--- config.mk ---
export PLATFORM = sky130hd
export DESIGN_NAME = rolling_hash_pattern_matcher
export DESIGN_NICKNAME = d
export VERILOG_FILES = /design/src/sv/rhpm_pkg.sv /design/src/sv/rolling_hash_pattern_matcher.sv /design/src/sv/rhpm_mulmod.sv
export SDC_FILE = /design/constraint.sdc
export NUM_CORES = 1
export LEC_CHECK = 0
export ABC_AREA = 1
export BUFFER_PORTS_ARGS = -buffer_cell sky130_fd_sc_hd__buf_4
export CAP_MARGIN = 25
export CORE_ASPECT_RATIO = 0.7
export CORE_UTILIZATION = 48
export DETAILED_ROUTE_END_ITERATION = 16
export PLACE_DENSITY = 0.66
export SLEW_MARGIN = 10
export SYNTH_ARGS = -nofsm -noshare
export SYNTH_HDL_FRONTEND = slang
export SYNTH_SLANG_ARGS = --single-unit
--- constraint.sdc ---
create_clock -name clk -period 5.29 [get_ports clk]
set_input_delay 1.058 -clock clk [delete_from_list [all_inputs] [get_ports clk]]
set_output_delay 1.058 -clock clk [all_outputs]
set_load 0.01 [all_outputs]
--- src/sv/rhpm_pkg.sv ---
// Shared types and constants of the rolling hash pattern matcher.
// No dependencies; every other file of the block imports this package.
`default_nettype none

package rhpm_pkg;

    // Width of hash values, modulus and multiplier operands
    localparam int HW = 16;

    localparam logic [7:0]    CHAR_BASE   = 8'd97;
    localparam logic [8:0]    RADIX_RESET = 9'd256;
    localparam logic [HW-1:0] MOD_RESET   = 16'd65521;

    // Item kinds
    localparam logic [1:0] KIND_CLEAR = 2'd0;
    localparam logic [1:0] KIND_PAT   = 2'd1;
    localparam logic [1:0] KIND_TEXT  = 2'd2;

    // Configuration register indexes
    localparam logic [0:0] REG_RADIX   = 1'b0;
    localparam logic [0:0] REG_MODULUS = 1'b1;

    typedef struct packed {
        logic [1:0] kind;
        logic [7:0] ch;
        logic       last;
    } rhpm_item_t;

    typedef struct packed {
        logic        hash_hit;
        logic        match;
        logic [15:0] match_position;
        logic [15:0] match_count;
        logic [15:0] last_position;
        logic        found_any;
        logic        done_res;
    } rhpm_result_t;

    typedef struct packed {
        logic busy;
        logic done;
    } rhpm_mm_stat_t;

    typedef enum logic [3:0] {
        ST_IDLE,
        ST_RADIX,
        ST_CHAR,
        ST_WHASH,
        ST_OLD,
        ST_HPOW,
        ST_SUB,
        ST_ROLL,
        ST_PHASH,
        ST_PROLL,
        ST_HPMUL,
        ST_CMP,
        ST_FIN
    } rhpm_state_t;

endpackage

`default_nettype wire

--- src/sv/rolling_hash_pattern_matcher.sv ---
// Top level of the streaming Rabin-Karp matcher: sequencer, state and result register.
// Depends on rhpm_pkg and rhpm_mulmod.
`default_nettype none

// Streaming Rabin-Karp matcher. Send a clear word first, then pattern
// characters (last marks the final one), then text characters. Every word
// returns one result word. Every modular multiply runs through one shared
// bit-serial multiplier that works through a start step, one step per bit
// of b and a done step per operation. A clear word or an ignored pattern
// word needs no multiply; an accepted pattern character takes 4 multiplies
// plus 2 more when it is not the first; a text character takes up to 8
// multiplies plus a byte compare of the pattern after a hash hit. One word
// is worked on at a time; the result register lets the next word enter
// while a result still waits on result_stall. Configuration is written
// through cfg_we/cfg_index/cfg_data; the user must write it only while no
// word is in flight, which the block itself does not enforce. A modulus below 2 acts as 2.
module rolling_hash_pattern_matcher #(
    parameter int PATTERN_MAX = 16,
    parameter int TEXT_MAX    = 65536
) (
    input  wire logic                  clk,
    input  wire logic                  rst_n,
    input  wire logic                  item_valid,
    output logic                       item_stall,
    input  wire rhpm_pkg::rhpm_item_t  item,
    output logic                       result_valid,
    input  wire logic                  result_stall,
    output rhpm_pkg::rhpm_result_t     result,
    input  wire logic                  cfg_we,
    input  wire logic [0:0]            cfg_index,
    input  wire logic [15:0]           cfg_data
);
    import rhpm_pkg::*;

    localparam int LW = $clog2(PATTERN_MAX + 1);
    localparam int IW = (PATTERN_MAX > 1) ? $clog2(PATTERN_MAX) : 1;
    localparam int TW = $clog2(TEXT_MAX);
    localparam int CW = ((TW + 1) > LW) ? (TW + 1) : LW;
    localparam int PW = (CW > 16) ? CW : 16;

    // Configuration
    logic [8:0]    radix_reg;
    logic [HW-1:0] modulus_reg;

    // Persistent matcher state
    logic [7:0]    pat_mem [PATTERN_MAX];
    logic [7:0]    win_reg [PATTERN_MAX];
    logic [LW-1:0] len_reg;
    logic [HW-1:0] phash_reg;
    logic [HW-1:0] whash_reg;
    logic [HW-1:0] hpow_reg;
    logic [TW-1:0] tidx_reg;
    logic [15:0]   count_reg;
    logic [15:0]   recent_reg;
    logic          found_reg;
    logic          locked_reg;

    // Per-word work registers
    rhpm_state_t   state_reg, state_next;
    rhpm_item_t    item_reg;
    logic          work_reg;
    logic [HW-1:0] r_reg;
    logic [HW-1:0] v_reg;
    logic [HW-1:0] wwork_reg;
    logic [HW-1:0] oldv_reg;
    logic [HW-1:0] hpred_reg;
    logic [HW-1:0] phred_reg;
    logic [7:0]    oldch_reg;
    logic [IW-1:0] j_reg;
    logic          hit_reg;
    logic          match_reg;

    rhpm_result_t  result_reg;
    logic          rvalid_reg;

    // Multiplier hookup
    rhpm_mm_stat_t mm_stat;
    logic [HW-1:0] mm_res;
    logic [HW-1:0] mm_a, mm_b;
    logic          op_state;
    logic          mm_start;
    logic          mm_done;

    logic [HW-1:0] q_eff;
    logic [7:0]    src_ch;
    logic          src_neg;
    logic [7:0]    src_diff;
    logic [HW-1:0] cval;
    logic          accept;
    logic          fin_go;
    logic [CW-1:0] cur_w, m_w;
    logic          have_pat;
    logic          full_win;
    logic          hit_now;
    logic [IW-1:0] m_last;
    logic [IW-1:0] cmp_idx;
    logic          cmp_eq;
    logic          cmp_end;
    logic [PW-1:0] mpos_w;
    logic [15:0]   mpos;
    logic [15:0]   count_next;
    logic [15:0]   recent_next;
    logic          found_next;

    function automatic logic [HW-1:0] add_mod(input logic [HW-1:0] x,
                                              input logic [HW-1:0] y,
                                              input logic [HW-1:0] q);
        logic [HW:0] s;
        s = {1'b0, x} + {1'b0, y};
        if (s >= {1'b0, q})
            s = s - {1'b0, q};
        return s[HW-1:0];
    endfunction

    assign q_eff    = (modulus_reg < HW'(2)) ? HW'(2) : modulus_reg;
    assign accept   = item_valid && !item_stall;
    assign fin_go   = (state_reg == ST_FIN) && (!rvalid_reg || !result_stall);
    assign mm_done  = mm_stat.done;
    assign mm_start = op_state && !mm_stat.busy && !mm_stat.done;

    // Character value: (code - 97) mod q, folded up from below when negative
    assign src_ch   = (state_reg == ST_OLD) ? oldch_reg : item_reg.ch;
    assign src_neg  = src_ch < CHAR_BASE;
    assign src_diff = src_neg ? (CHAR_BASE - src_ch) : (src_ch - CHAR_BASE);
    assign cval     = (src_neg && (mm_res != '0)) ? (q_eff - mm_res) : mm_res;

    // Window geometry
    assign cur_w    = CW'(tidx_reg);
    assign m_w      = CW'(len_reg);
    assign have_pat = (len_reg != '0);
    assign full_win = cur_w >= m_w;
    assign m_last   = IW'(len_reg - 1'b1);
    assign hit_now  = have_pat && ((cur_w + 1'b1) >= m_w) && (wwork_reg == mm_res);
    assign cmp_idx  = IW'(len_reg - 1'b1 - LW'(j_reg));
    assign cmp_eq   = pat_mem[j_reg] == win_reg[cmp_idx];
    assign cmp_end  = (LW'(j_reg) + 1'b1) == len_reg;
    assign mpos_w   = PW'(tidx_reg) + 1'b1 - PW'(len_reg);
    assign mpos     = match_reg ? mpos_w[15:0] : 16'd0;

    assign count_next  = (match_reg && (count_reg != 16'hFFFF)) ? count_reg + 1'b1
                                                                 : count_reg;
    assign recent_next = match_reg ? mpos : recent_reg;
    assign found_next  = found_reg || match_reg;

    rhpm_mulmod u_mulmod (
        .clk   (clk),
        .rst_n (rst_n),
        .start (mm_start),
        .a     (mm_a),
        .b     (mm_b),
        .q     (q_eff),
        .stat  (mm_stat),
        .res   (mm_res)
    );

    // Next state
    always_comb
    begin
        state_next = state_reg;
        unique case (state_reg)
            ST_IDLE:
            begin
                if (accept)
                begin
                    priority if (item.kind == KIND_TEXT)
                        state_next = ST_RADIX;
                    else if ((item.kind == KIND_PAT) && !locked_reg
                             && (len_reg < LW'(PATTERN_MAX)))
                        state_next = ST_RADIX;
                    else
                        state_next = ST_FIN;
                end
            end
            ST_RADIX: if (mm_done) state_next = ST_CHAR;
            ST_CHAR:
            begin
                if (mm_done)
                    state_next = (item_reg.kind == KIND_TEXT) ? ST_WHASH : ST_PHASH;
            end
            ST_WHASH:
            begin
                if (mm_done)
                begin
                    priority if (have_pat && full_win)
                        state_next = ST_OLD;
                    else if (have_pat)
                        state_next = ST_ROLL;
                    else
                        state_next = ST_FIN;
                end
            end
            ST_OLD:  if (mm_done) state_next = ST_HPOW;
            ST_HPOW:
            begin
                if (mm_done)
                    state_next = (item_reg.kind == KIND_TEXT) ? ST_SUB : ST_HPMUL;
            end
            ST_SUB:  if (mm_done) state_next = ST_ROLL;
            ST_ROLL: if (mm_done) state_next = ST_PHASH;
            ST_PHASH:
            begin
                if (mm_done)
                begin
                    priority if (item_reg.kind != KIND_TEXT)
                        state_next = ST_PROLL;
                    else if (hit_now)
                        state_next = ST_CMP;
                    else
                        state_next = ST_FIN;
                end
            end
            ST_PROLL: if (mm_done) state_next = have_pat ? ST_HPOW : ST_FIN;
            ST_HPMUL: if (mm_done) state_next = ST_FIN;
            ST_CMP:   if (!cmp_eq || cmp_end) state_next = ST_FIN;
            ST_FIN:   if (fin_go) state_next = ST_IDLE;
            default:  state_next = ST_IDLE;
        endcase
    end

    // Multiplier operands per state
    always_comb
    begin
        op_state = 1'b1;
        mm_a     = HW'(1);
        mm_b     = '0;
        unique case (state_reg)
            ST_RADIX: mm_b = HW'(radix_reg);
            ST_CHAR:  mm_b = HW'(src_diff);
            ST_OLD:   mm_b = HW'(src_diff);
            ST_WHASH: mm_b = whash_reg;
            ST_HPOW:  mm_b = hpow_reg;
            ST_PHASH: mm_b = phash_reg;
            ST_SUB:
            begin
                mm_a = oldv_reg;
                mm_b = hpred_reg;
            end
            ST_ROLL:
            begin
                mm_a = r_reg;
                mm_b = wwork_reg;
            end
            ST_PROLL:
            begin
                mm_a = r_reg;
                mm_b = phred_reg;
            end
            ST_HPMUL:
            begin
                mm_a = hpred_reg;
                mm_b = r_reg;
            end
            default:  op_state = 1'b0;
        endcase
    end

    assign item_stall   = (state_reg != ST_IDLE);
    assign result_valid = rvalid_reg;
    assign result       = result_reg;

    // Control and persistent state
    always_ff @(posedge clk or negedge rst_n)
    begin
        if (!rst_n)
        begin
            state_reg   <= ST_IDLE;
            rvalid_reg  <= 1'b0;
            radix_reg   <= RADIX_RESET;
            modulus_reg <= MOD_RESET;
            len_reg     <= '0;
            phash_reg   <= '0;
            whash_reg   <= '0;
            hpow_reg    <= HW'(1);
            tidx_reg    <= '0;
            count_reg   <= '0;
            recent_reg  <= '0;
            found_reg   <= 1'b0;
            locked_reg  <= 1'b0;
            for (int k = 0; k < PATTERN_MAX; k++)
                win_reg[k] <= '0;
        end
        else
        begin
            state_reg <= state_next;

            if (cfg_we)
            begin
                unique case (cfg_index)
                    REG_RADIX:   radix_reg   <= cfg_data[8:0];
                    REG_MODULUS: modulus_reg <= cfg_data;
                    default:     ;
                endcase
            end

            // Hold the result until taken, then drop valid
            if (fin_go)
                rvalid_reg <= 1'b1;
            else if (!result_stall)
                rvalid_reg <= 1'b0;

            // Shift the new text character in; the outgoing one is latched alongside
            if ((state_reg == ST_WHASH) && mm_done)
            begin
                for (int k = PATTERN_MAX - 1; k > 0; k--)
                    win_reg[k] <= win_reg[k-1];
                win_reg[0] <= item_reg.ch;
            end

            if ((state_reg == ST_PROLL) && mm_done)
            begin
                phash_reg <= add_mod(mm_res, v_reg, q_eff);
                if (!have_pat)
                    hpow_reg <= HW'(1);
            end

            if ((state_reg == ST_HPMUL) && mm_done)
                hpow_reg <= mm_res;

            if (fin_go)
            begin
                unique case (item_reg.kind)
                    KIND_CLEAR:
                    begin
                        len_reg    <= '0;
                        phash_reg  <= '0;
                        hpow_reg   <= HW'(1);
                        count_reg  <= '0;
                        recent_reg <= '0;
                        found_reg  <= 1'b0;
                        locked_reg <= 1'b0;
                        whash_reg  <= '0;
                        tidx_reg   <= '0;
                        for (int k = 0; k < PATTERN_MAX; k++)
                            win_reg[k] <= '0;
                    end
                    KIND_PAT:
                    begin
                        if (work_reg)
                            len_reg <= len_reg + 1'b1;
                        if (item_reg.last)
                            locked_reg <= 1'b1;
                    end
                    KIND_TEXT:
                    begin
                        locked_reg <= 1'b1;
                        count_reg  <= count_next;
                        recent_reg <= recent_next;
                        found_reg  <= found_next;
                        if (item_reg.last)
                        begin
                            // End of text: restart the window, keep the tallies
                            whash_reg <= '0;
                            tidx_reg  <= '0;
                            for (int k = 0; k < PATTERN_MAX; k++)
                                win_reg[k] <= '0;
                        end
                        else
                        begin
                            whash_reg <= wwork_reg;
                            if (tidx_reg != TW'(TEXT_MAX - 1))
                                tidx_reg <= tidx_reg + 1'b1;
                        end
                    end
                    default: ;
                endcase
            end
        end
    end

    // Per-word datapath, pattern memory and result payload
    always_ff @(posedge clk)
    begin
        if (accept)
        begin
            item_reg  <= item;
            work_reg  <= !locked_reg && (len_reg < LW'(PATTERN_MAX));
            hit_reg   <= 1'b0;
            match_reg <= 1'b0;
        end

        if (mm_done)
        begin
            unique case (state_reg)
                ST_RADIX: r_reg <= mm_res;
                ST_CHAR:  v_reg <= cval;
                ST_OLD:   oldv_reg <= cval;
                ST_HPOW:  hpred_reg <= mm_res;
                ST_WHASH:
                begin
                    wwork_reg <= mm_res;
                    oldch_reg <= win_reg[m_last];
                end
                ST_SUB:   wwork_reg <= add_mod(wwork_reg, q_eff - mm_res, q_eff);
                ST_ROLL:  wwork_reg <= add_mod(mm_res, v_reg, q_eff);
                ST_PHASH:
                begin
                    phred_reg <= mm_res;
                    j_reg     <= '0;
                    if ((item_reg.kind == KIND_TEXT) && hit_now)
                        hit_reg <= 1'b1;
                end
                default: ;
            endcase
        end

        // Byte compare, one pattern position per cycle
        if (state_reg == ST_CMP)
        begin
            j_reg <= j_reg + 1'b1;
            if (cmp_eq && cmp_end)
                match_reg <= 1'b1;
        end

        if (fin_go && (item_reg.kind == KIND_PAT) && work_reg)
            pat_mem[IW'(len_reg)] <= item_reg.ch;

        if (fin_go)
        begin
            if (item_reg.kind == KIND_CLEAR)
            begin
                result_reg.hash_hit       <= 1'b0;
                result_reg.match          <= 1'b0;
                result_reg.match_position <= '0;
                result_reg.match_count    <= '0;
                result_reg.last_position  <= '0;
                result_reg.found_any      <= 1'b0;
            end
            else if (item_reg.kind == KIND_TEXT)
            begin
                result_reg.hash_hit       <= hit_reg;
                result_reg.match          <= match_reg;
                result_reg.match_position <= mpos;
                result_reg.match_count    <= count_next;
                result_reg.last_position  <= recent_next;
                result_reg.found_any      <= found_next;
            end
            else
            begin
                result_reg.hash_hit       <= 1'b0;
                result_reg.match          <= 1'b0;
                result_reg.match_position <= '0;
                result_reg.match_count    <= count_reg;
                result_reg.last_position  <= recent_reg;
                result_reg.found_any      <= found_reg;
            end
            result_reg.done_res <= item_reg.last;
        end
    end

endmodule

`default_nettype wire

--- src/sv/rhpm_mulmod.sv ---
// Bit-serial modular multiplier: res = (a * b) mod q, one bit of b per cycle.
// Depends on rhpm_pkg. Operand a must already lie below q.
`default_nettype none

module rhpm_mulmod (
    input  wire logic                   clk,
    input  wire logic                   rst_n,
    input  wire logic                   start,
    input  wire logic [rhpm_pkg::HW-1:0] a,
    input  wire logic [rhpm_pkg::HW-1:0] b,
    input  wire logic [rhpm_pkg::HW-1:0] q,
    output rhpm_pkg::rhpm_mm_stat_t     stat,
    output logic [rhpm_pkg::HW-1:0]     res
);
    import rhpm_pkg::*;

    localparam int CNTW = $clog2(HW);

    logic [HW-1:0]   acc_reg, acc_next;
    logic [HW-1:0]   a_reg;
    logic [HW-1:0]   b_reg;
    logic [HW-1:0]   q_reg;
    logic [CNTW-1:0] cnt_reg;
    logic            busy_reg;
    logic            done_reg;
    logic [HW+1:0]   s0, s1, s2;

    // Horner step: double, add a on a set bit, fold back below q twice
    always_comb
    begin
        s0 = {1'b0, acc_reg, 1'b0} + (b_reg[HW-1] ? {2'b00, a_reg} : '0);
        s1 = (s0 >= {2'b00, q_reg}) ? s0 - {2'b00, q_reg} : s0;
        s2 = (s1 >= {2'b00, q_reg}) ? s1 - {2'b00, q_reg} : s1;
        acc_next = s2[HW-1:0];
    end

    always_ff @(posedge clk or negedge rst_n)
    begin
        if (!rst_n)
        begin
            busy_reg <= 1'b0;
            done_reg <= 1'b0;
            cnt_reg  <= '0;
        end
        else if (start)
        begin
            busy_reg <= 1'b1;
            done_reg <= 1'b0;
            cnt_reg  <= '0;
        end
        else if (busy_reg)
        begin
            cnt_reg <= cnt_reg + 1'b1;
            if (cnt_reg == CNTW'(HW - 1))
            begin
                busy_reg <= 1'b0;
                done_reg <= 1'b1;
            end
        end
        else
        begin
            done_reg <= 1'b0;
        end
    end

    always_ff @(posedge clk)
    begin
        if (start)
        begin
            acc_reg <= '0;
            a_reg   <= a;
            b_reg   <= b;
            q_reg   <= q;
        end
        else if (busy_reg)
        begin
            acc_reg <= acc_next;
            b_reg   <= {b_reg[HW-2:0], 1'b0};
        end
    end

    assign stat.busy = busy_reg;
    assign stat.done = done_reg;
    assign res       = acc_reg;

endmodule

`default_nettype wire

=== Yosys cells after proc, flatten, opt, wreduce, memory -nomap -nowiden ===
Memory sizes are Yosys's and may differ from the RTL's. A register that Yosys moved wholly into a read port is not among the register bits.
Cells that the tools add are included.

* Output and inout bits: 54
* Bits in writable memories: 128
* Input bits: 33
* Bits in registers: 505
* Memories kept: 1
* Word-level logic and storage cells: 289

* Reductions and logical operators: 60
* $lt $le $gt $ge: 11
* $add $sub $neg: 20
* Multiplexer cells: 95
* Equality and inequality tests: 41
* Bitwise gates (word level): 4

{| class="wikitable"
|+ Memories
! memory !! depth !! bits a word !! read ports !! clocked after Yosys merged registers in !! write ports !! RTL line !! text
|-
| pat_mem || 16 || 8 || 1 || 1 || 1 || rolling_hash_pattern_matcher.sv:46 || <nowiki>logic [7:0] pat_mem [PATTERN_MAX];</nowiki>
|}

{| class="wikitable"
|+ Operator list
! kind !! number
|-
| 128-bit two-way mux || 3
|-
| 16-bit two-way mux || 22
|-
| 128-bit one-hot mux with 2 select lines || 1
|-
| 16-bit one-hot mux with 9 select lines || 1
|-
| 16-bit one-hot mux with 2 select lines || 4
|-
| 4-bit two-way mux || 26
|-
| 16-bit one-hot mux with 3 select lines || 2
|-
| 8-bit binary-select mux with 4-bit select || 2
|-
| 16-bit subtractor || 4
|-
| 4-bit one-hot mux with 13 select lines || 1
|-
| 8-bit two-way mux || 6
|-
| 18-bit by 16-bit >= comparator with 1-bit output || 2
|-
| 16-bit by 16-bit adder with 17-bit output || 2
|-
| 17-bit by 16-bit >= comparator with 1-bit output || 2
|-
| 33-bit two-way mux || 1
|-
| 16-bit by 1-bit adder with 16-bit output (second input constant) || 2
|-
| 16-bit != test (second input constant) || 2
|-
| 4-bit == test (second input constant) || 6
|-
| 2-bit by 1-bit != test with 1-bit output (second input constant) || 11
|-
| 2-bit AND reduction || 11
|-
| 1-bit logical AND || 19
|-
| 1-bit two-way mux || 19
|-
| 17-bit by 18-bit adder with 18-bit output || 1
|-
| 18-bit two-way mux || 1
|-
| other kinds (46) || 80
|}

=== Longest topological paths before layout ===
Gate-level depths: netlist of run 1.

* Word-level depth: 11
* Gate-level depth with buffers: 42
* Gate-level depth less buffers: 39

=== Cells and area by module ===
Synthesis of run 1 repeated with hierarchy kept, for this count alone.

* Cell total of the unflattened synthesis: 4,709
* Area, all modules: 38,568.2 sq um

{| class="wikitable"
|+ Modules (own cells, without submodules)
! module !! cells an instance !! area each (sq um) !! times used !! sequential area each (sq um)
|-
| rolling_hash_pattern_matcher || 3,981 || 33,094.2 || 1 || 15,678.8
|-
| rhpm_mulmod || 728 || 5,474.0 || 1 || 1,911.8
|}

=== Worst setup path before layout of run 1 ===
Ideal clock, no wire load.

* Path kind: register to register
* From: register modulus_reg[15]
* To: register wwork_reg[0] (data pin)
* Data required time: 5.030 ns
* Cell stages (with the launch flop): 37
* Arrival: 5.096 ns
* Setup time: 0.260 ns
* Clock period less this slack: 5.356 ns
* Slack: -0.066 ns
* Buffers on the path: 1
* Cells stage by stage: dfstp_2 -> inv_2 -> nand4_1 -> nor2_1 -> nand2_1 -> nand2_1 -> ha_1 -> nand2_1 -> o21ai_0 -> nand3_1 -> nand2_1 -> nand2_1 -> o21ai_0 -> a31oi_1 -> or2_2 -> nand2_1 -> inv_1 -> ha_1 -> nand2_1 -> nor2_1 -> a211oi_1 -> nand2_1 -> or2_2 -> nand2_1 -> inv_1 -> ha_1 -> nand2_1 -> inv_1 -> nand2_1 -> inv_1 -> nand4_1 -> nor3_1 -> nor3_2 -> clkbuf_1 -> nand4_1 -> nand3_1 -> nand3_1

* Cells in the longest elaborated chain, start to end: 7
* Elaborated cells on any way between the ends: 11
* Those cells by class: add/sub: 4; order compare: 3; mux: 4

{| class="wikitable"
|+ Ends and longest elaborated chain
! item !! RTL line !! text
|-
| start, declared || rolling_hash_pattern_matcher.sv:43 || <nowiki>logic [HW-1:0] modulus_reg;</nowiki>
|-
| start signal, assigned || rolling_hash_pattern_matcher.sv:290 || <nowiki>REG_MODULUS: modulus_reg <= cfg_data;</nowiki>
|-
| 16-bit by 2-bit less-than comparator with 1-bit output * || rolling_hash_pattern_matcher.sv:115 || <nowiki>assign q_eff = (modulus_reg < HW'(2)) ? HW'(2) : modulus_reg;</nowiki>
|-
| 16-bit two-way mux * || rolling_hash_pattern_matcher.sv:115 ||
|-
| via q_eff[1] || rolling_hash_pattern_matcher.sv:84 || <nowiki>logic [HW-1:0] q_eff;</nowiki>
|-
| 16-bit subtractor || rolling_hash_pattern_matcher.sv:393 || <nowiki>ST_SUB: wwork_reg <= add_mod(wwork_reg, q_eff - mm_res, q_eff);</nowiki>
|-
| 16-bit by 16-bit adder with 17-bit output || rolling_hash_pattern_matcher.sv:109 || <nowiki>s = {1'b0, x} + {1'b0, y};</nowiki>
|-
| 17-bit by 16-bit >= comparator with 1-bit output || rolling_hash_pattern_matcher.sv:110 || <nowiki>if (s >= {1'b0, q})</nowiki>
|-
| 16-bit two-way mux || rolling_hash_pattern_matcher.sv:110 ||
|-
| 16-bit one-hot mux with 3 select lines * || rolling_hash_pattern_matcher.sv:383 || <nowiki>unique case (state_reg)</nowiki>
|-
| end signal, assigned || rolling_hash_pattern_matcher.sv:390 || <nowiki>wwork_reg <= mm_res;</nowiki>
|-
| end signal, assigned || rolling_hash_pattern_matcher.sv:393 ||
|-
| end signal, assigned || rolling_hash_pattern_matcher.sv:394 || <nowiki>ST_ROLL: wwork_reg <= add_mod(mm_res, v_reg, q_eff);</nowiki>
|-
| end, declared || rolling_hash_pattern_matcher.sv:64 || <nowiki>logic [HW-1:0] wwork_reg;</nowiki>
|}

The timed path passes the listed nets; every way through them passes the cells marked *.
A chain may end at the register's enable or synchronous reset.

=== Worst setup path in the final report of run 1 ===
* From: register modulus_reg[7]
* To: register wwork_reg[10] (data pin)

* Cells in the longest elaborated chain, start to end: 7
* Elaborated cells on any way between the ends: 11
* Those cells by class: add/sub: 4; order compare: 3; mux: 4

{| class="wikitable"
|+ Ends and longest elaborated chain
! item !! RTL line
|-
| 16-bit by 2-bit less-than comparator with 1-bit output || rolling_hash_pattern_matcher.sv:115
|-
| 16-bit two-way mux * || rolling_hash_pattern_matcher.sv:115
|-
| 16-bit subtractor || rolling_hash_pattern_matcher.sv:393
|-
| 16-bit by 16-bit adder with 17-bit output || rolling_hash_pattern_matcher.sv:109
|-
| 16-bit subtractor / 17-bit by 16-bit >= comparator with 1-bit output (equally long branches) || rolling_hash_pattern_matcher.sv:111, rolling_hash_pattern_matcher.sv:110
|-
| 16-bit two-way mux || rolling_hash_pattern_matcher.sv:110
|-
| 16-bit one-hot mux with 3 select lines * || rolling_hash_pattern_matcher.sv:383
|}

Every way passes the cells marked *; elsewhere a longest branch is shown, timed or not.

==> flow_summary.yaml, run 1 <==
critical_path:
  r2r_cells: 32
  critPathKind: "reg2reg"
  slowest_stage: "dfstp_2"
  r2r_end: "wwork_reg[10]"
  critical_path.max_stage_delay_ns: 0.54
  rrSetupSlack_ns: 0.04
  crit_fanout: 5
  crit_path_start_kind: "register"
  timing.rr.start: "modulus_reg[7]"
  path_common_cell: "buf_4"
  end_kind: "register"
  worstPathArrival_ns: 5.65
  critPathRequiredTime_ns: 5.69
global_routing:
  grt_max_degree: 102
  grtUsageTotal: 0.296
  grt-ovfl-total: 0
  antenna_found_initial: 2
  grt_pass1_wl_um: 182000
  grt_pass1_vias: 30309
timing:
  maxSlewHeadroom: 0.309
  fin_crit_ns: 5.25
  hold_violations: 0
  rsz0062_at_grt: "true"
  worst_pin_slew_ns: 1.03
  slew_viol_final: 0
  finalCritPeriodShare: 0.993
  final-setup-viol-count: 0
  fin_tns_setup_ns: 0
  fmax_mhz: 190
  holdWs_ns: 0.355
  fin_ws_ns: 0.0374
  finClkSkew_ns: 0.0280
floorplanning:
  rows: 85
  fp.dieW_um: 338
  core_um2: 77400
  die_y_um: 237
  initial_core_util: 0.489
  die_area_um2: 80000
  num_io_pins: 87
placement:
  hpwl_um: 85100
  gp_congestion: 0.960
  pre_cts_ws_ns: -0.288
  portBuffers: 86
clock_tree:
  clk_path_buf_depth: 3
  root_buffer: "clkbuf_16"
  cts.sinks: 637
  path_clk_slew_ns: 0.07
  cts_tree: "done"
  clk_latency_ns: 0.67
  htree_levels: 2
  cts_buffers: 61
  ctsHoldBuffers: 0
synthesis:
  synth-xor-area-share: 0.0333
  ys_types: 65
  netlist_top_cells_area: "edfxtp_1, dfrtp_1, nand2_1"
  synth_top_family_by_area: "simple AND/OR/NAND/NOR gates"
  synth_largest_area_cell: "edfxtp_1"
  async_flop_share: 0.419
  synth.cell_area_um2: 37900
  ys_seq_elements: 637
  synth-edff-count: 348
  yosysMostFrequentCell: "nand2_1"
  synth.mux.area_fraction: 0
  synthFlopType: "edfxtp_1"
  syn_nets: 4796
  synth_top_area_share: 0.276
  synth-compound-area-share: 0.155
  ys_top_cells_by_count: "nand2_1, inv_1, o21ai_0"
  synth-simple-area-share: 0.213
  seq_area_frac_synth: 0.465
  avgSynthCellArea_um2: 8.24
  yosysWarnings: 0
  synthCells: 4595
  synthAdderAreaFrac: 0.0575
routing:
  num_vias: 34071
  remaining_drc_errors: 0
  routed_via_density: 5.71
  detail-route-antenna-nets: 0
  drt_iter0_drc: 4147
  dr.pass1.iters: 5
  wl_per_cell_um: 20.3
  finalWirelength_um: 121000
run_status:
  outcome: "completed"
finish:
  diodes: 0
  area_growth_pct: 18.7
  post_route_cells_drive_above_1_share: 0.176
  final_util: 0.581
  final_nets: 5073
run:
  maxCapViolCount: 0
worst_hold_path:
  hold_path_class: "in2async"
## metal layers
metal / vias up / GRT usage / routed length (um)
met5: - / 0 / 21
met4: 4 / 0.0570 / 2330
met3: 198 / 0.0679 / 14700
met2: 1719 / 0.391 / 47800
met1: 16045 / 0.482 / 56300
li1: 16105 / - / -
## area by class of cell
type                            instances  area [um2]
Fill cell                            6975       32500
Multi-Input combinational cell       3214       18700
Sequential cell                       637       17600
Timing Repair Buffer                  424        3380
Inverter                              533        2010
Clock buffer                           80        1670
Tap cell                             1044        1310
Clock inverter                         34         310
Timing Repair inverter                  1        5.00
## worst max-delay path: cells and delay by family, from the launching register on
kind                       cells  cell delay [ns]
xor gates and xnor gates       3             0.62
adders and majority gates      4             1.05
AOI/OAI and AO/OA              7             0.98
buffers and inverters          8             0.89
and+or+nand+nor               10             0.90
DFF                            1             0.54
## placed cells by master (no fill, tap or decap), types with 9 or more instances in the layout
master,n
o21bai_1,12
buf_12,9
nand2_2,61
nand4_1,55
a211oi_1,112
clkbuf_1,12
dfstp_2,15
ha_1,117
inv_2,39
o21ai_1,35
nor2_2,21
clkbuf_16,63
nor2_4,10
nand3_2,41
nor3_1,23
nor2_1,309
xor2_1,87
nor4_1,9
clkinv_1,10
o22ai_1,20
nand2_4,17
inv_1,489
edfxtp_1,348
nand3b_1,15
o21ai_2,15
a221oi_1,15
a21oi_2,20
clkinv_2,14
o211ai_1,53
dfxtp_1,21
nand3_1,300
o21a_1,9
ha_4,36
a21oi_1,265
dfrtp_1,251
xnor2_1,43
a21o_1,27
nand2_1,1005
o21ai_0,368
buf_4,403
## kinds of logic (layout without fill, tap and decap cells)
| kind of cell | after synthesis | count (layout) |
|---|---|---|
| buffers and inverters | 744 | 1072 |
| AO/OA/AOI/OAI | 1011 | 1011 |
| XOR/XNOR | 141 | 141 |
| flip-flops | 637 | 637 |
| AND/OR/NAND/NOR | 1894 | 1894 |
| adder cells (fa/ha/maj) | 168 | 168 |
## how the worst max path moves through the flow
stage	start	end	slack [ns]
6_report	modulus_reg[7]	wwork_reg[10]	0.04
5_1_grt	modulus_reg[7]	wwork_reg[10]	-0.22
4_1_cts	modulus_reg[14]	wwork_reg[11]	0.0006
3_5_place_dp	modulus_reg[13]	wwork_reg[8]	-0.29
3_3_place_gp	modulus_reg[9]	wwork_reg[7]	-0.13
2_1_floorplan	modulus_reg[15]	wwork_reg[0]	0.02
## per-stage QoR
step,instances,area [um2]
after global placement,5784,41100
after detailed placement,5785,41100
after CTS,5927,43600
after global routing,5967,45000
after floorplan,4595,37900
final,5967,45000
## repair_timing
item | 4_1_cts | 5_1_grt
pin swaps | 29 | 118
buffers inserted | 25 | 39
setup endpoints to repair | 32 | 33
resized for setup | 71 | 245
cloned | 3 | 4
Power of run 1 is not shown: default switching activity piles up to over one toggle a cycle in this logic, so the estimate is an artifact.
==> run 2, diff against run 1 <==
--- a/config.mk
+++ b/config.mk
@@ -11,7 +11,7 @@
 export CORE_ASPECT_RATIO = 0.7
 export CORE_UTILIZATION = 48
 export DETAILED_ROUTE_END_ITERATION = 16
-export PLACE_DENSITY = 0.66
+export PLACE_DENSITY = 0.73
 export SLEW_MARGIN = 10
 export SYNTH_ARGS = -nofsm -noshare
 export SYNTH_HDL_FRONTEND = slang
==> flow_summary.yaml, run 2 (synthesized netlist as in run 1, its figures left out) <==
placement:
  pre_cts_ws_ns: -0.327
  post_dp_cell_area_um2: 40900
  placed_cells: 5768
  gp_congestion: 1.01
  hpwl_um: 84800
  portBuffers: 86
finish:
  final_common_cell: "nand2_1"
  final_nets: 5028
  diodes: 0
  final_area_um2: 44500
  layoutNonFillerInstCount: 5922
  post_route_cells_drive_above_1_share: 0.159
  mostFrequentLayoutCells: "nand2_1, inv_1, o21ai_0"
  area_growth_pct: 17.6
floorplanning:
  die_y_um: 237
  num_io_pins: 87
  fp.dieW_um: 338
  rows: 85
  die_area_um2: 80000
  initial_core_util: 0.489
  core_um2: 77400
clock_tree:
  cts.sinks: 637
  path_clk_slew_ns: 0.06
  clk_path_buf_depth: 3
  htree_levels: 2
  cts_buffers: 61
  ctsHoldBuffers: 0
  root_buffer: "clkbuf_16"
  clk_latency_ns: 0.66
  cts_tree: "done"
timing:
  rsz0062_at_grt: "true"
  fmax_mhz: 186
  finClkSkew_ns: 0.0214
  slew_viol_final: 0
  hold_violations: 0
  finalCritPeriodShare: 1.02
  fin_crit_ns: 5.39
  final-setup-viol-count: 16
  fin_ws_ns: -0.0959
  maxSlewHeadroom: 0.279
  worst_pin_slew_ns: 1.08
critical_path:
  crit_start: "u_mulmod.b_reg[15]"
  r2r_cells: 36
  rrSetupSlack_ns: -0.1
  path_common_cell: "nand2_1"
  crit_end: "u_mulmod.res[7]"
  critical_path.max_stage_delay_ns: 0.45
  worstPathArrival_ns: 5.92
  r2r_end: "u_mulmod.res[7]"
  crit_fanout: 8
  crit_path_start_kind: "register"
  critPathRequiredTime_ns: 5.83
  slowest_stage: "edfxtp_1"
  critPathKind: "reg2reg"
  end_kind: "register"
  timing.rr.start: "u_mulmod.b_reg[15]"
routing:
  routed_via_density: 5.75
  num_vias: 34052
  finalWirelength_um: 121000
  drt_iter0_drc: 4496
  dr.pass1.iters: 9
  detail-route-antenna-nets: 0
  wl_per_cell_um: 20.4
  remaining_drc_errors: 0
run:
  maxCapViolCount: 0
global_routing:
  grt-ovfl-total: 0
  grtUsageTotal: 0.295
  grt_pass1_wl_um: 183000
  grt_max_degree: 104
  grt_pass1_vias: 30992
  antenna_found_initial: 1
run_status:
  failed_checks: "negative setup slack"
  outcome: "finished with violations"
worst_hold_path:
  hold_path_class: "in2async"
run 2: worst min path at each step:
stage | from | slack (ns) | cells after the start | to
after floorplan | whash_reg[2] | 0.45 | 2 | whash_reg[2]
after global placement | whash_reg[7] | 0.47 | 2 | whash_reg[7]
after detailed placement | modulus_reg[1] | 0.48 | 2 | modulus_reg[1]
after CTS | rst_n | 0.44 | 1 | whash_reg[1]
after global routing | rst_n | 0.47 | 1 | whash_reg[1]
final | rst_n | 0.44 | 1 | whash_reg[1]
run 2: critical path: cells and delay by family, from the launching register on:
family,cells,cell delay (ns)
AO/OA/AOI/OAI,7,1.10
XOR/XNOR,1,0.16
adder cells (fa/ha/maj),4,1.22
buffers and inverters,7,0.77
flip-flops,1,0.45
AND/OR/NAND/NOR,17,1.56
run 2: area by class of cell:
type                    instances  area (um2)
fillers                      6793       32900
multi-input cells            3214       18400
flip-flops and latches        637       17600
repair buffers                380        3040
inverters                     533        2010
clock buffers                  87        1760
well taps                    1044        1310
clock inverters                27         382
run 2: timing repair:
item | 4_1_cts | 5_1_grt
gates cloned | 2 | 2
endpoints found under the setup margin | 32 | 32
resized for setup | 53 | 207
buffers inserted | 14 | 21
pin swaps | 22 | 104
endpoints found under the hold margin | 0 | 0
run 2: metrics by stage:
| step | setup TNS, ns | hold slack (ns) | utilization |
|---|---|---|---|
| 5_1_grt | -9.10 | 0.468 | 0.575 |
| 3_3_place_gp | -1.51 | 0.472 | 0.529 |
| 3_5_place_dp | -7.17 | 0.475 | 0.529 |
| 2_1_floorplan | 0 | 0.450 | - |
| 6_report | -1.02 | 0.436 | 0.575 |
| 4_1_cts | 0 | 0.444 | 0.561 |
run 2: routing by layer:
metal | vias to the layer above | share of wire | GRT usage
met1 | 15937 | 0.44 | 0.457
met4 | 2 | 0.025 | 0.0717
met5 | - | 0.00011 | 0
met2 | 1900 | 0.39 | 0.396
li1 | 16005 | - | -
met3 | 208 | 0.14 | 0.0869
Power of run 2 is left out for the same reason.
